===== config.mk =====
export PLATFORM = sky130hd
export DESIGN_NAME = ir_distance_interpolator
export DESIGN_NICKNAME = d
export VERILOG_FILES = /design/src/rtl/idi_pkg.sv /design/src/rtl/idi_alu.sv /design/src/rtl/ir_distance_interpolator.sv
export SDC_FILE = /design/constraint.sdc
export NUM_CORES = 1
export LEC_CHECK = 0
export BUFFER_PORTS_ARGS = -buffer_cell sky130_fd_sc_hd__buf_2
export CAP_MARGIN = 40
export CORE_MARGIN = 5
export CORE_UTILIZATION = 51
export DETAILED_ROUTE_END_ITERATION = 8
export PLACE_DENSITY = 0.69
export SLEW_MARGIN = 20
export SYNTH_ARGS = -nofsm -noshare
export SYNTH_HDL_FRONTEND = slang
export SYNTH_SLANG_ARGS = --single-unit

===== constraint.sdc =====
create_clock -name clk -period 7.95 [get_ports clk]
set_input_delay 1.59 -clock clk [delete_from_list [all_inputs] [get_ports clk]]
set_output_delay 1.59 -clock clk [all_outputs]
set_load 0.01 [all_outputs]

===== src/rtl/idi_pkg.sv =====
// shared types, widths and calibration rom for the ir distance interpolator
// no dependencies
`default_nettype none

package idi_pkg;

  localparam int unsigned SAMPLE_W       = 16;
  localparam int unsigned DIST_W         = 12;
  localparam int unsigned STATUS_W       = 2;
  localparam int unsigned X_W            = 12;
  localparam int unsigned ROM_SIZE       = 27;
  localparam int unsigned ROM_IDX_W      = $clog2(ROM_SIZE + 1);
  localparam int unsigned NUM_POINTS_DEF = 27;
  localparam int unsigned NUM_W          = 2 * DIST_W;
  localparam int unsigned ALU_W          = NUM_W + 1;
  localparam int unsigned DIV_STEPS      = DIST_W;
  localparam int unsigned DIV_CNT_W      = $clog2(DIV_STEPS);

  typedef enum logic [STATUS_W-1:0] {
    RANGE_IN   = 2'd0,
    RANGE_NEAR = 2'd1,
    RANGE_FAR  = 2'd2
  } range_t;

  typedef enum logic [2:0] {
    ST_IDLE,
    ST_SCAN,
    ST_SETUP,
    ST_MUL,
    ST_LOAD,
    ST_DIV,
    ST_FIN,
    ST_RESULT
  } state_t;

  typedef struct packed {
    logic [ALU_W-1:0] diff;
    logic             borrow;
  } alu_res_t;

  // breakpoint x values, falling
  function automatic logic [X_W-1:0] rom_x(input logic [ROM_IDX_W-1:0] idx);
    logic [X_W-1:0] v;
    unique case (idx)
      5'd0:    v = 12'd2336;
      5'd1:    v = 12'd2014;
      5'd2:    v = 12'd1818;
      5'd3:    v = 12'd1612;
      5'd4:    v = 12'd1458;
      5'd5:    v = 12'd1312;
      5'd6:    v = 12'd1211;
      5'd7:    v = 12'd1114;
      5'd8:    v = 12'd1041;
      5'd9:    v = 12'd968;
      5'd10:   v = 12'd894;
      5'd11:   v = 12'd842;
      5'd12:   v = 12'd792;
      5'd13:   v = 12'd743;
      5'd14:   v = 12'd696;
      5'd15:   v = 12'd671;
      5'd16:   v = 12'd621;
      5'd17:   v = 12'd596;
      5'd18:   v = 12'd546;
      5'd19:   v = 12'd522;
      5'd20:   v = 12'd495;
      5'd21:   v = 12'd471;
      5'd22:   v = 12'd469;
      5'd23:   v = 12'd445;
      5'd24:   v = 12'd420;
      5'd25:   v = 12'd395;
      5'd26:   v = 12'd390;
      default: v = '0;
    endcase
    return v;
  endfunction

  // breakpoint distances, q4.8, 2.0 up in half steps
  function automatic logic [DIST_W-1:0] rom_d(input logic [ROM_IDX_W-1:0] idx);
    logic [DIST_W-1:0] v;
    if (idx < ROM_IDX_W'(ROM_SIZE)) begin
      v = DIST_W'(12'd512 + {idx, 7'd0});
    end else begin
      v = '0;
    end
    return v;
  endfunction

endpackage

`default_nettype wire


===== src/rtl/idi_alu.sv =====
// shared subtract / compare unit of the interpolator sequencer
// depends on idi_pkg
`default_nettype none

module idi_alu (
  input  wire logic [idi_pkg::ALU_W-1:0] a,
  input  wire logic [idi_pkg::ALU_W-1:0] b,
  output idi_pkg::alu_res_t              res
);
  import idi_pkg::*;

  logic [ALU_W:0] wide;

  // borrow set means b > a
  assign wide       = {1'b0, a} - {1'b0, b};
  assign res.diff   = wide[ALU_W-1:0];
  assign res.borrow = wide[ALU_W];

endmodule

`default_nettype wire


===== src/rtl/ir_distance_interpolator.sv =====
// ir distance interpolator top level: rom scan, interpolation, serial divide
// depends on idi_pkg and idi_alu
`default_nettype none

//  channel   ports                                   direction
//  in        in_valid, in_ready, in_sample           sample transfer into the block
//  out       out_valid, out_ready, out_distance,     result transfer out of the block
//            out_range_status
//
//  a sample runs through the rom scan (one breakpoint a cycle) and, unless it is
//  clamped at either end, the 12-step restoring divide through the shared subtractor
//  in_ready is high only while the sequencer is idle; a new sample is taken while
//  the previous result still waits in the output register
//  reset (synchronous, active low) clears the sequencer and output valid only

module ir_distance_interpolator #(
  parameter int unsigned NUM_POINTS = idi_pkg::NUM_POINTS_DEF
) (
  input  wire logic                          clk,
  input  wire logic                          rst_n,
  input  wire logic                          in_valid,
  output      logic                          in_ready,
  input  wire logic [idi_pkg::SAMPLE_W-1:0]  in_sample,
  output      logic                          out_valid,
  input  wire logic                          out_ready,
  output      logic [idi_pkg::DIST_W-1:0]    out_distance,
  output      logic [idi_pkg::STATUS_W-1:0]  out_range_status
);
  import idi_pkg::*;

  // breakpoints actually used, clipped to the range 1 to ROM_SIZE
  localparam int unsigned USED  = (NUM_POINTS > ROM_SIZE) ? ROM_SIZE :
                                  ((NUM_POINTS < 1) ? 1 : NUM_POINTS);
  localparam int unsigned IDX_W = $clog2(USED + 1);
  localparam logic [IDX_W-1:0]     IDX_END  = IDX_W'(USED);
  localparam logic [ROM_IDX_W-1:0] LAST_IDX = ROM_IDX_W'(USED - 1);

  state_t                state_r, state_nxt;
  logic [SAMPLE_W-1:0]   sample_r, sample_nxt;
  logic [IDX_W-1:0]      idx_r, idx_nxt;
  logic [X_W-1:0]        dx_r, dx_nxt;
  logic [NUM_W-1:0]      num_r, num_nxt;
  logic [ALU_W-1:0]      rem_r, rem_nxt;
  logic [NUM_W-1:0]      dsh_r, dsh_nxt;
  logic [DIST_W-1:0]     quo_r, quo_nxt;
  logic [DIV_CNT_W-1:0]  cnt_r, cnt_nxt;
  logic [DIST_W-1:0]     res_dist_r, res_dist_nxt;
  range_t                res_status_r, res_status_nxt;
  logic [DIST_W-1:0]     out_dist_r, out_dist_nxt;
  range_t                out_status_r, out_status_nxt;
  logic                  out_valid_r, out_valid_nxt;

  logic [ALU_W-1:0]      alu_a, alu_b;
  alu_res_t              alu_res;

  logic [ROM_IDX_W-1:0]  cur_idx, prev_idx;
  logic [X_W-1:0]        cur_x, prev_x, den;
  logic [DIST_W-1:0]     prev_d, dy;

  // current and previous breakpoint
  assign cur_idx  = ROM_IDX_W'(idx_r);
  assign prev_idx = ROM_IDX_W'(idx_r - IDX_W'(1));
  assign cur_x    = rom_x(cur_idx);
  assign prev_x   = rom_x(prev_idx);
  assign prev_d   = rom_d(prev_idx);
  assign dy       = rom_d(cur_idx) - prev_d;
  assign den      = prev_x - cur_x;

  idi_alu u_alu (
    .a   (alu_a),
    .b   (alu_b),
    .res (alu_res)
  );

  always_ff @(posedge clk) begin
    if (!rst_n) begin
      state_r     <= ST_IDLE;
      out_valid_r <= 1'b0;
    end else begin
      state_r     <= state_nxt;
      out_valid_r <= out_valid_nxt;
    end
  end

  always_ff @(posedge clk) begin
    sample_r     <= sample_nxt;
    idx_r        <= idx_nxt;
    dx_r         <= dx_nxt;
    num_r        <= num_nxt;
    rem_r        <= rem_nxt;
    dsh_r        <= dsh_nxt;
    quo_r        <= quo_nxt;
    cnt_r        <= cnt_nxt;
    res_dist_r   <= res_dist_nxt;
    res_status_r <= res_status_nxt;
    out_dist_r   <= out_dist_nxt;
    out_status_r <= out_status_nxt;
  end

  always_comb begin
    state_nxt      = state_r;
    sample_nxt     = sample_r;
    idx_nxt        = idx_r;
    dx_nxt         = dx_r;
    num_nxt        = num_r;
    rem_nxt        = rem_r;
    dsh_nxt        = dsh_r;
    quo_nxt        = quo_r;
    cnt_nxt        = cnt_r;
    res_dist_nxt   = res_dist_r;
    res_status_nxt = res_status_r;
    out_dist_nxt   = out_dist_r;
    out_status_nxt = out_status_r;
    out_valid_nxt  = out_valid_r && !out_ready;
    alu_a          = '0;
    alu_b          = '0;

    unique case (state_r)
      ST_IDLE: begin
        if (in_valid) begin
          sample_nxt = in_sample;
          idx_nxt    = '0;
          state_nxt  = ST_SCAN;
        end
      end

      // one breakpoint a cycle: borrow means its x is above the sample
      ST_SCAN: begin
        alu_a = ALU_W'(sample_r);
        alu_b = ALU_W'(cur_x);
        priority if (idx_r == IDX_END) begin
          // below the last used breakpoint: far clamp
          res_dist_nxt   = rom_d(LAST_IDX);
          res_status_nxt = RANGE_FAR;
          state_nxt      = ST_RESULT;
        end else if (alu_res.borrow) begin
          idx_nxt = idx_r + IDX_W'(1);
        end else if (idx_r == '0) begin
          // at or above the first breakpoint
          res_dist_nxt   = rom_d('0);
          res_status_nxt = (alu_res.diff != '0) ? RANGE_NEAR : RANGE_IN;
          state_nxt      = ST_RESULT;
        end else begin
          state_nxt = ST_SETUP;
        end
      end

      // x1 - sample, at most x1 - x2 so it fits the x width
      ST_SETUP: begin
        alu_a     = ALU_W'(prev_x);
        alu_b     = ALU_W'(sample_r);
        dx_nxt    = alu_res.diff[X_W-1:0];
        state_nxt = ST_MUL;
      end

      ST_MUL: begin
        num_nxt   = NUM_W'(dy * dx_r);
        state_nxt = ST_LOAD;
      end

      // dividend 2*num + den, divisor 2*den aligned to the top quotient bit
      ST_LOAD: begin
        rem_nxt   = {num_r, 1'b0} + ALU_W'(den);
        dsh_nxt   = {den, {(NUM_W - X_W){1'b0}}};
        quo_nxt   = '0;
        cnt_nxt   = DIV_CNT_W'(DIV_STEPS - 1);
        state_nxt = ST_DIV;
      end

      // restoring divide, one quotient bit a cycle
      ST_DIV: begin
        alu_a   = rem_r;
        alu_b   = ALU_W'(dsh_r);
        quo_nxt = {quo_r[DIST_W-2:0], !alu_res.borrow};
        if (!alu_res.borrow) begin
          rem_nxt = alu_res.diff;
        end
        dsh_nxt = dsh_r >> 1;
        if (cnt_r == '0) begin
          state_nxt = ST_FIN;
        end else begin
          cnt_nxt = cnt_r - DIV_CNT_W'(1);
        end
      end

      ST_FIN: begin
        res_dist_nxt   = prev_d + quo_r;
        res_status_nxt = RANGE_IN;
        state_nxt      = ST_RESULT;
      end

      // wait for the output register to free up
      ST_RESULT: begin
        if (!out_valid_r || out_ready) begin
          out_dist_nxt   = res_dist_r;
          out_status_nxt = res_status_r;
          out_valid_nxt  = 1'b1;
          state_nxt      = ST_IDLE;
        end
      end

      default: begin
        state_nxt = ST_IDLE;
      end
    endcase
  end

  assign in_ready         = (state_r == ST_IDLE);
  assign out_valid        = out_valid_r;
  assign out_distance     = out_dist_r;
  assign out_range_status = out_status_r;

endmodule

`default_nettype wire


* Word-level counts from Yosys, hierarchy flattened
Memory sizes are Yosys's and may differ from the RTL's. A register that Yosys moved wholly into a read port is not among the register bits. Cells that the tools add are included.
Storage, ports and cells: register bits 154, ROM bits 768, memories kept 2, logic and storage cells 98, output and inout bits 16
Memory list:
- (no name shown) | depth 32, width 12, read ports 1, clocked after Yosys merged registers in 0, write ports 0, line idi_pkg.sv:44 | unique case (idx)
- (no name shown) | depth 32, width 12, read ports 1, clocked after Yosys merged registers in 1, write ports 0, line idi_pkg.sv:44
Operators by class: reductions and logical operators 19, $mul 1, add/subtract/negate cells 10, muxes and demuxes 33, magnitude comparators 2, equal/unequal tests 17
Operators by type and width (count):
- $pmux 25 s3 | 1
- $pmux 24 s3 | 1
- $mux 12 | 5
- $pmux 25 s2 | 1
- $pmux 12 s2 | 2
- $pmux 24 s2 | 1
- $sub 25x24->26 | 1
- $add 25x12->25 | 1
- $mux 25 | 1
- $reduce_bool 25->1 | 1
- $add 10x12->12 const A | 2
- $mul 12x12->24 | 1
- $pmux 3 s8 | 1
- $sub 12x12->12 | 2
- $mux 5 | 4
- $mux 3 | 6
- $add 12x12->12 | 1
- $eq 3x3->1 const B | 4
- $ne 2x2->1 const B | 6
- $lt 5x5->1 const B | 2
- $pmux 5 s2 | 1
- $pmux 4 s2 | 1
- $reduce_and 2->1 | 4
- $reduce_and 4->1 | 2
- other kinds (20) | 30

* Longest topological paths before layout
Gate-level depths: netlist of run 1. An unclocked memory read counts as a cell.
depth in word-level cells 10, depth in mapped cells 38

* Hierarchy
Synthesis of run 1 repeated with hierarchy kept, for this count alone.
Second synthesis, totals: cell total of the unflattened synthesis 1282, area total of the unflattened synthesis 12645.9 µm²
Modules (own cells, without submodules):
- ir_distance_interpolator | cells each 1079, seq. area each 4614.4 µm², times used 1, area an instance 11265.8 µm²
- idi_alu | cells each 203, seq. area each 0.0 µm², times used 1, area an instance 1380.1 µm²

* Worst setup path before layout of run 1
Ideal clock, no wire load.
path kind reg2reg, start register idx_r[0] (netlist: cur_idx[0]), end register num_r[23], data pin, buffers on the path 2, period minus slack after synthesis 7.874 ns, cell stages (with the launch flop) 38, setup slack 0.076 ns, arrival 7.606 ns, cells stage by stage edfxtp_1 -> inv_1 -> ha_1 -> inv_1 -> ha_1 -> clkbuf_1 -> clkinv_1 -> ha_1 -> a21oi_1 -> nor3_1 -> or2_2 -> inv_1 -> fa_1 -> inv_1 -> a21o_1 -> a21oi_1 -> xnor2_1 -> xnor2_1 -> (+2 left out) -> fa_1 -> inv_1 -> ha_1 -> ha_1 -> inv_1 -> fa_1 -> fa_1 -> inv_1 -> ha_1 -> a21oi_1 -> o21bai_1 -> a21oi_1 -> nor2b_1 -> o21a_1 -> nor3_1 -> nor2_1 -> o41ai_1 -> xnor2_1
On the way: longest elaborated chain between the ends 5, elaborated cells on any way between the ends 9, those cells by class add/sub (4); mul (1); order compare (2); mux (2)
RTL lines:
- start: declaration | line ir_distance_interpolator.sv:40 | logic [IDX_W-1:0] idx_r, idx_nxt;
- start signal: assignment | line ir_distance_interpolator.sv:87 | idx_r <= idx_nxt;
- $sub 5x1->5 | line ir_distance_interpolator.sv:62 | assign prev_idx = ROM_IDX_W'(idx_r - IDX_W'(1));
- $add 10x12->12 / $lt 5x5->1 (equally long branches) | line idi_pkg.sv:81, idi_pkg.sv:80
- $mux 12 | line idi_pkg.sv:80 | if (idx < ROM_IDX_W'(ROM_SIZE)) begin
- $sub 12x12->12 * | line ir_distance_interpolator.sv:66 | assign dy = rom_d(cur_idx) - prev_d;
- $mul 12x12->24 * | line ir_distance_interpolator.sv:157 | num_nxt = NUM_W'(dy * dx_r);
- end signal: assignment | line ir_distance_interpolator.sv:89 | num_r <= num_nxt;
- end: declaration | line ir_distance_interpolator.sv:42 | logic [NUM_W-1:0] num_r, num_nxt;
Mark *: on every way between the ends. The rest lies on a longest branch, timed or not. A chain may end at the register's enable or synchronous reset.

* Worst setup path in the final report of run 1
start register idx_r[1] (netlist: cur_idx[1]), end register num_r[23], data pin
Same word-level chain as after synthesis.

==> results of run 1 <==
## sequential cells by signal, indices dropped and copies added (netlist names), 4 cells and up
register      cells
num_r            17
rem_r            25
cnt_r             4
cur_x            12
cur_idx           5
out_distance     12
res_dist_r       12
sample_r         16
dx_r             12
dsh_r            24
quo_r            12
## cells by family after synthesis
group,synth area share
multiplexers,0.00788
adder cells (fa/ha/maj),0.188
buffers and inverters,0.0560
flip-flops,0.383
XOR/XNOR,0.0581
AO/OA/AOI/OAI,0.150
AND/OR/NAND/NOR,0.158
## per-layer routing
metal,share of wire,up-vias,GRT usage
li1,-,4403,-
met1,0.45,4441,0.331
met2,0.45,329,0.343
met3,0.076,40,0.0391
met4,0.023,0,0.0701
met5,0,-,0
## worst register-to-register path: cells and delay by family (launching register included)
kind	cells	cell delay, ps
fa+ha+maj	10	3450
simple gates	6	770
compound gates	8	1500
xor+xnor	3	430
flops	1	390
buf+inv	8	820
## final cells by class
cell class,count,area [µm²],area share
multi-input combinational,902,6780,0.510
sequential,159,4610,0.347
timing repair buffer,69,438,0.0329
inverter,114,428,0.0322
clock buffer,17,425,0.0320
tap,319,399,0.0300
clock inverter,15,208,0.0156
## layout by cell type, fill, tap and decap left out, types with 35 or more instances in the layout
| cell type | instances |
|---|---|
| xnor2_1 | 61 |
| a21oi_1 | 72 |
| inv_1 | 112 |
| edfxtp_1 | 143 |
| nor2_1 | 64 |
| ha_1 | 125 |
| nand2_1 | 133 |
| buf_2 | 35 |
| and2_1 | 67 |
| fa_1 | 35 |
| o21ai_0 | 60 |
## final timing paths
check | startpoint | end | cells past startpoint
worst max-delay path | cur_idx[1] | num_r[23] | 35
worst min-delay path | res_dist_r[0] | out_distance[0] | 0
worst max register to register | cur_idx[1] | num_r[23] | 35
worst min register to register | res_dist_r[0] | out_distance[0] | 0
## stage by stage
step / hold WS (ps) / utilization / setup slack (ps) / cells / instance area (µm²)
after detailed placement: 405 / 0.541 / 351 / 1563 / 12700
after global routing: 428 / 0.568 / 18.1 / 1595 / 13300
after floorplan: 400 / - / 76.4 / 1232 / 12100
final: 421 / 0.568 / 332 / 1595 / 13300
after CTS: 415 / 0.568 / 303 / 1595 / 13300
after global placement: 400 / 0.540 / 53.2 / 1560 / 12600
## what timing repair did
item                       CTS  global route
setup endpoints to repair    0             1
gates resized for setup      0             1
hold buffers                 0             0
## cells in the mapped netlist, types with 5 or more instances
| library cell | count | share of area |
|---|---|---|
| xnor2_1 | 61 | 0.044 |
| a22o_1 | 7 | 0.0051 |
| o21ai_0 | 60 | 0.025 |
| mux2i_1 | 5 | 0.0041 |
| a21o_1 | 22 | 0.014 |
| fa_1 | 35 | 0.058 |
| inv_1 | 112 | 0.035 |
| nand4_1 | 11 | 0.0057 |
| a221oi_1 | 11 | 0.0080 |
| o21bai_1 | 9 | 0.0056 |
| a211oi_1 | 9 | 0.0056 |
| o211ai_1 | 5 | 0.0031 |
| a222oi_1 | 7 | 0.0058 |
| ha_1 | 125 | 0.13 |
| xor2_1 | 19 | 0.014 |
| edfxtp_1 | 143 | 0.36 |
| o22ai_1 | 5 | 0.0026 |
| nand2_1 | 133 | 0.041 |
| nand2b_1 | 14 | 0.0073 |
| a31oi_1 | 7 | 0.0036 |
| a22oi_1 | 11 | 0.0068 |
| nor2_1 | 64 | 0.020 |
| o21a_1 | 6 | 0.0037 |
| nor3_1 | 17 | 0.0071 |
| and2_1 | 67 | 0.035 |
| nor2b_1 | 24 | 0.012 |
| and3_1 | 11 | 0.0057 |
| clkbuf_1 | 41 | 0.013 |
| buf_2 | 9 | 0.0037 |
| nand3_1 | 19 | 0.0079 |
| a21oi_1 | 74 | 0.031 |
| dfxtp_1 | 16 | 0.027 |
==> results.sh, run 1 <==
export IMPL_outcome="finished, final reports clean"
export IMPL_syn_instance_count=1232
export IMPL_insertion_delay_ps=440
export IMPL_tightest_slew_ps=969
export IMPL_fp_row_count=56
export IMPL_dr_pass1_iters=6
export IMPL_track_usage=0.226
export IMPL_period_needed_ps=7620
export IMPL_cp_data_arrival_time_ps=7800
export IMPL_ys_seq_area_frac=0.383
export IMPL_slew_headroom=0.354
export IMPL_die_y_um=164
export IMPL_netlist_area_mm2=0.0121
export IMPL_synth_cell_type_count=76
export IMPL_slew_violations=0
export IMPL_crit_top_cell="ha_1"
export IMPL_nets=1443
export IMPL_rrSetupSlack_ps=330
export IMPL_setup_viol=0
export IMPL_synthArstFlopShare=0
export IMPL_rsz0062_at_grt="no"
export IMPL_grt_max_degree=46
export IMPL_cts_num_sinks=159
export IMPL_cts_tree="done"
export IMPL_clock_skew_ps=13.4
export IMPL_viasPerCell=5.78
export IMPL_critPathKind="register to register"
export IMPL_wirelength_mm=29.4
export IMPL_gp_congestion=0.953
export IMPL_num_antenna_cells=0
export IMPL_fin_crit_sh=0.958
export IMPL_synth_seq_cells=159
export IMPL_nFillCells=2094
export IMPL_num_vias=9213
export IMPL_clockRootBuffer="clkbuf_16"
export IMPL_end_kind="register"
export IMPL_drt_iter0_drc=867
export IMPL_hold_viol_final=0
export IMPL_drc=0
export IMPL_drive_above_1_share=0.0980
export IMPL_cts_buffers=17
export IMPL_grt_first_pass_wirelength_mm=47.2
export IMPL_ys_warnings_count=0
export IMPL_slowest_delay_ps=540
export IMPL_antenna_found_initial=0
export IMPL_hold_path_class="register to register"
export IMPL_drt_wirelength_per_cell_um=18.4
export IMPL_initial_core_util=0.515
export IMPL_syn_to_final_growth_pct=10.3
export IMPL_core_area_mm2=0.0234
export IMPL_synth_edff_count=143
export IMPL_syn_nets=1412
export IMPL_syn_mean_instance_area_um2=9.79
export IMPL_cap_violations=0
export IMPL_cp_top_family="adder cells"
export IMPL_max_freq_ghz=0.131
export IMPL_ios=36
export IMPL_grt_ovfl_total=0
export IMPL_required_ps=8130
export IMPL_clockBufferDepth=2
export IMPL_port_buffers=35
export IMPL_die_x_um=164
export IMPL_crit_slowest_cell="fa_1"
export IMPL_path_clk_slew_ps=70
export IMPL_fin_tns_setup_ps=0
export IMPL_path_max_fanout=12
export IMPL_synth_main_ff_cell="edfxtp_1"
export IMPL_postCtsSetupRepairBufs=0
export IMPL_die_area_mm2=0.0268
export IMPL_place_hpwl_mm=22.3
export IMPL_postRouteAntennaNets=0
export IMPL_start_kind="register"
export IMPL_path_buf_inv=8
export IMPL_htree_levels=4
export IMPL_grt_pass1_vias=8825
Power of run 1 is not shown: default switching activity piles up to over one toggle a cycle in this logic, so the estimate is an artifact.
==> inputs of run 2 (changes only) <==
--- a/config.mk
+++ b/config.mk
@@ -11,6 +11,7 @@
 export CORE_UTILIZATION = 51
 export DETAILED_ROUTE_END_ITERATION = 8
 export PLACE_DENSITY = 0.69
+export REMOVE_ABC_BUFFERS = 1
 export SLEW_MARGIN = 20
 export SYNTH_ARGS = -nofsm -noshare
 export SYNTH_HDL_FRONTEND = slang
==> results.sh, run 2 (synthesis gave the netlist of run 1 again) <==
export IMPL_clock_skew_ps=11.5
export IMPL_wirelength_mm=28.6
export IMPL_top_regs="rem_r (25), dsh_r (24), num_r (17)"
export IMPL_drt_wirelength_per_cell_um=18.0
export IMPL_hold_path_class="register to register"
export IMPL_layout_common_cells="edfxtp_1, nand2_1, ha_1"
export IMPL_htree_levels=4
export IMPL_cts_tree="done"
export IMPL_track_usage=0.220
export IMPL_viasPerCell=5.76
export IMPL_globalRoute_busiestLayer="met2"
export IMPL_r2r_cells=35
export IMPL_outcome="finished, final reports clean"
export IMPL_drt_iter0_drc=926
export IMPL_setup_viol=0
export IMPL_clockBufferDepth=2
export IMPL_period_needed_ps=7560
export IMPL_drive_above_1_share=0.103
export IMPL_hold_viol_final=0
export IMPL_core_area_mm2=0.0234
export IMPL_slew_headroom=0.369
export IMPL_fp_row_count=56
export IMPL_postRouteAntennaNets=0
export IMPL_antenna_found_initial=0
export IMPL_max_freq_ghz=0.132
export IMPL_die_area_mm2=0.0268
export IMPL_die_x_um=164
export IMPL_num_antenna_cells=0
export IMPL_critPathKind="register to register"
export IMPL_crit_slowest_cell="fa_1"
export IMPL_cts_hold_buffers_added=0
export IMPL_met1_usage=0.299
export IMPL_end_kind="register"
export IMPL_initial_core_util=0.515
export IMPL_cts_buffers=17
export IMPL_drc=0
export IMPL_rr_startpoint="cur_idx[1]"
export IMPL_slowest_delay_ps=560
export IMPL_cts_num_sinks=159
export IMPL_fin_crit_sh=0.951
export IMPL_required_ps=8130
export IMPL_largest_reg_flops=25
export IMPL_min_from="res_dist_r[8]"
export IMPL_path_clk_slew_ps=70
export IMPL_start_kind="register"
export IMPL_use_met3=0.0344
export IMPL_rr_endpoint="num_r[23]"
export IMPL_place_hpwl_mm=21.4
export IMPL_gp_congestion=0.937
export IMPL_grt_ovfl_total=0
export IMPL_crit_top_cell="ha_1"
export IMPL_rrSetupSlack_ps=390
export IMPL_grt_max_degree=45
export IMPL_path_max_fanout=5
export IMPL_final_common_cell="edfxtp_1"
export IMPL_met2_usage=0.364
export IMPL_tightest_slew_ps=947
export IMPL_num_vias=9190
export IMPL_rsz0062_at_grt="no"
export IMPL_grt_pass1_vias=8831
export IMPL_port_buffers=35
export IMPL_nFillCells=2029
export IMPL_insertion_delay_ps=440
export IMPL_final_core_util=0.570
export IMPL_syn_to_final_growth_pct=10.5
export IMPL_slew_violations=0
export IMPL_worstHoldPathCells=0
export IMPL_ios=36
export IMPL_top_register="rem_r"
export IMPL_clockRootBuffer="clkbuf_16"
export IMPL_cp_data_arrival_time_ps=7740
export IMPL_nets=1443
export IMPL_grt_first_pass_wirelength_mm=46.3
export IMPL_holdPathEnd="out_distance[8]"
export IMPL_die_y_um=164
export IMPL_dr_pass1_iters=7
export IMPL_cap_violations=0
==> run 2: worst max path at each step <==
| stage | startpoint | endpoint | slack, ps | depth (start not counted) |
|---|---|---|---|---|
| 2_1_floorplan | cur_idx[0] | num_r[23] | -270 | 35 |
| 3_3_place_gp | cur_idx[1] | num_r[23] | 200 | 34 |
| 3_5_place_dp | cur_idx[2] | num_r[23] | -90 | 33 |
| 4_1_cts | cur_idx[2] | num_r[23] | 60 | 33 |
| 5_1_grt | cur_idx[1] | num_r[23] | 10 | 35 |
| 6_report | cur_idx[1] | num_r[23] | 390 | 35 |
==> run 2: metal layers <==
| metal | routed length (µm) | share of wire |
|---|---|---|
| met2 | 13400 | 0.47 |
| met5 | 0 | 0 |
| met4 | 719 | 0.025 |
| met3 | 1840 | 0.064 |
| met1 | 12600 | 0.44 |
==> run 2: repair_timing <==
item                                    4_1_cts  5_1_grt
endpoints found under the setup margin        1        4
endpoints found under the hold margin         0        0
resized for setup                             1        6
pin swaps                                     0        2
buffers inserted                              0        2
==> run 2: area by class of cell <==
cell class	count	area (µm²)	share of cell area
sequential	159	4610	0.346
clock buffer	17	425	0.0319
inverter	114	428	0.0321
tap	319	399	0.0299
clock inverter	15	213	0.0160
multi-input combinational	902	6810	0.511
timing repair buffer	69	440	0.0330
==> run 2: metrics by stage <==
step | worst slack (ps) | TNS [ps] | hold WS (ps) | instances | cell area [µm²]
floorplan | -273 | -462 | 400 | 1175 | 11800
global placement | 198 | 0 | 401 | 1558 | 12600
detailed placement | -94.9 | -94.9 | 405 | 1561 | 12600
CTS | 56.4 | 0 | 421 | 1593 | 13300
global route | 14.4 | 0 | 426 | 1595 | 13300
finish | 391 | 0 | 420 | 1595 | 13300
==> run 2: worst max-delay path, delay by kind of cell, from the launching register on <==
family | cells | cell delay [ps]
AO/OA/AOI/OAI | 8 | 1440
buffers and inverters | 8 | 730
XOR/XNOR | 3 | 440
adder cells (fa/ha/maj) | 10 | 3460
flip-flops | 1 | 400
AND/OR/NAND/NOR | 6 | 790
Power of run 2 is left out for the same reason.
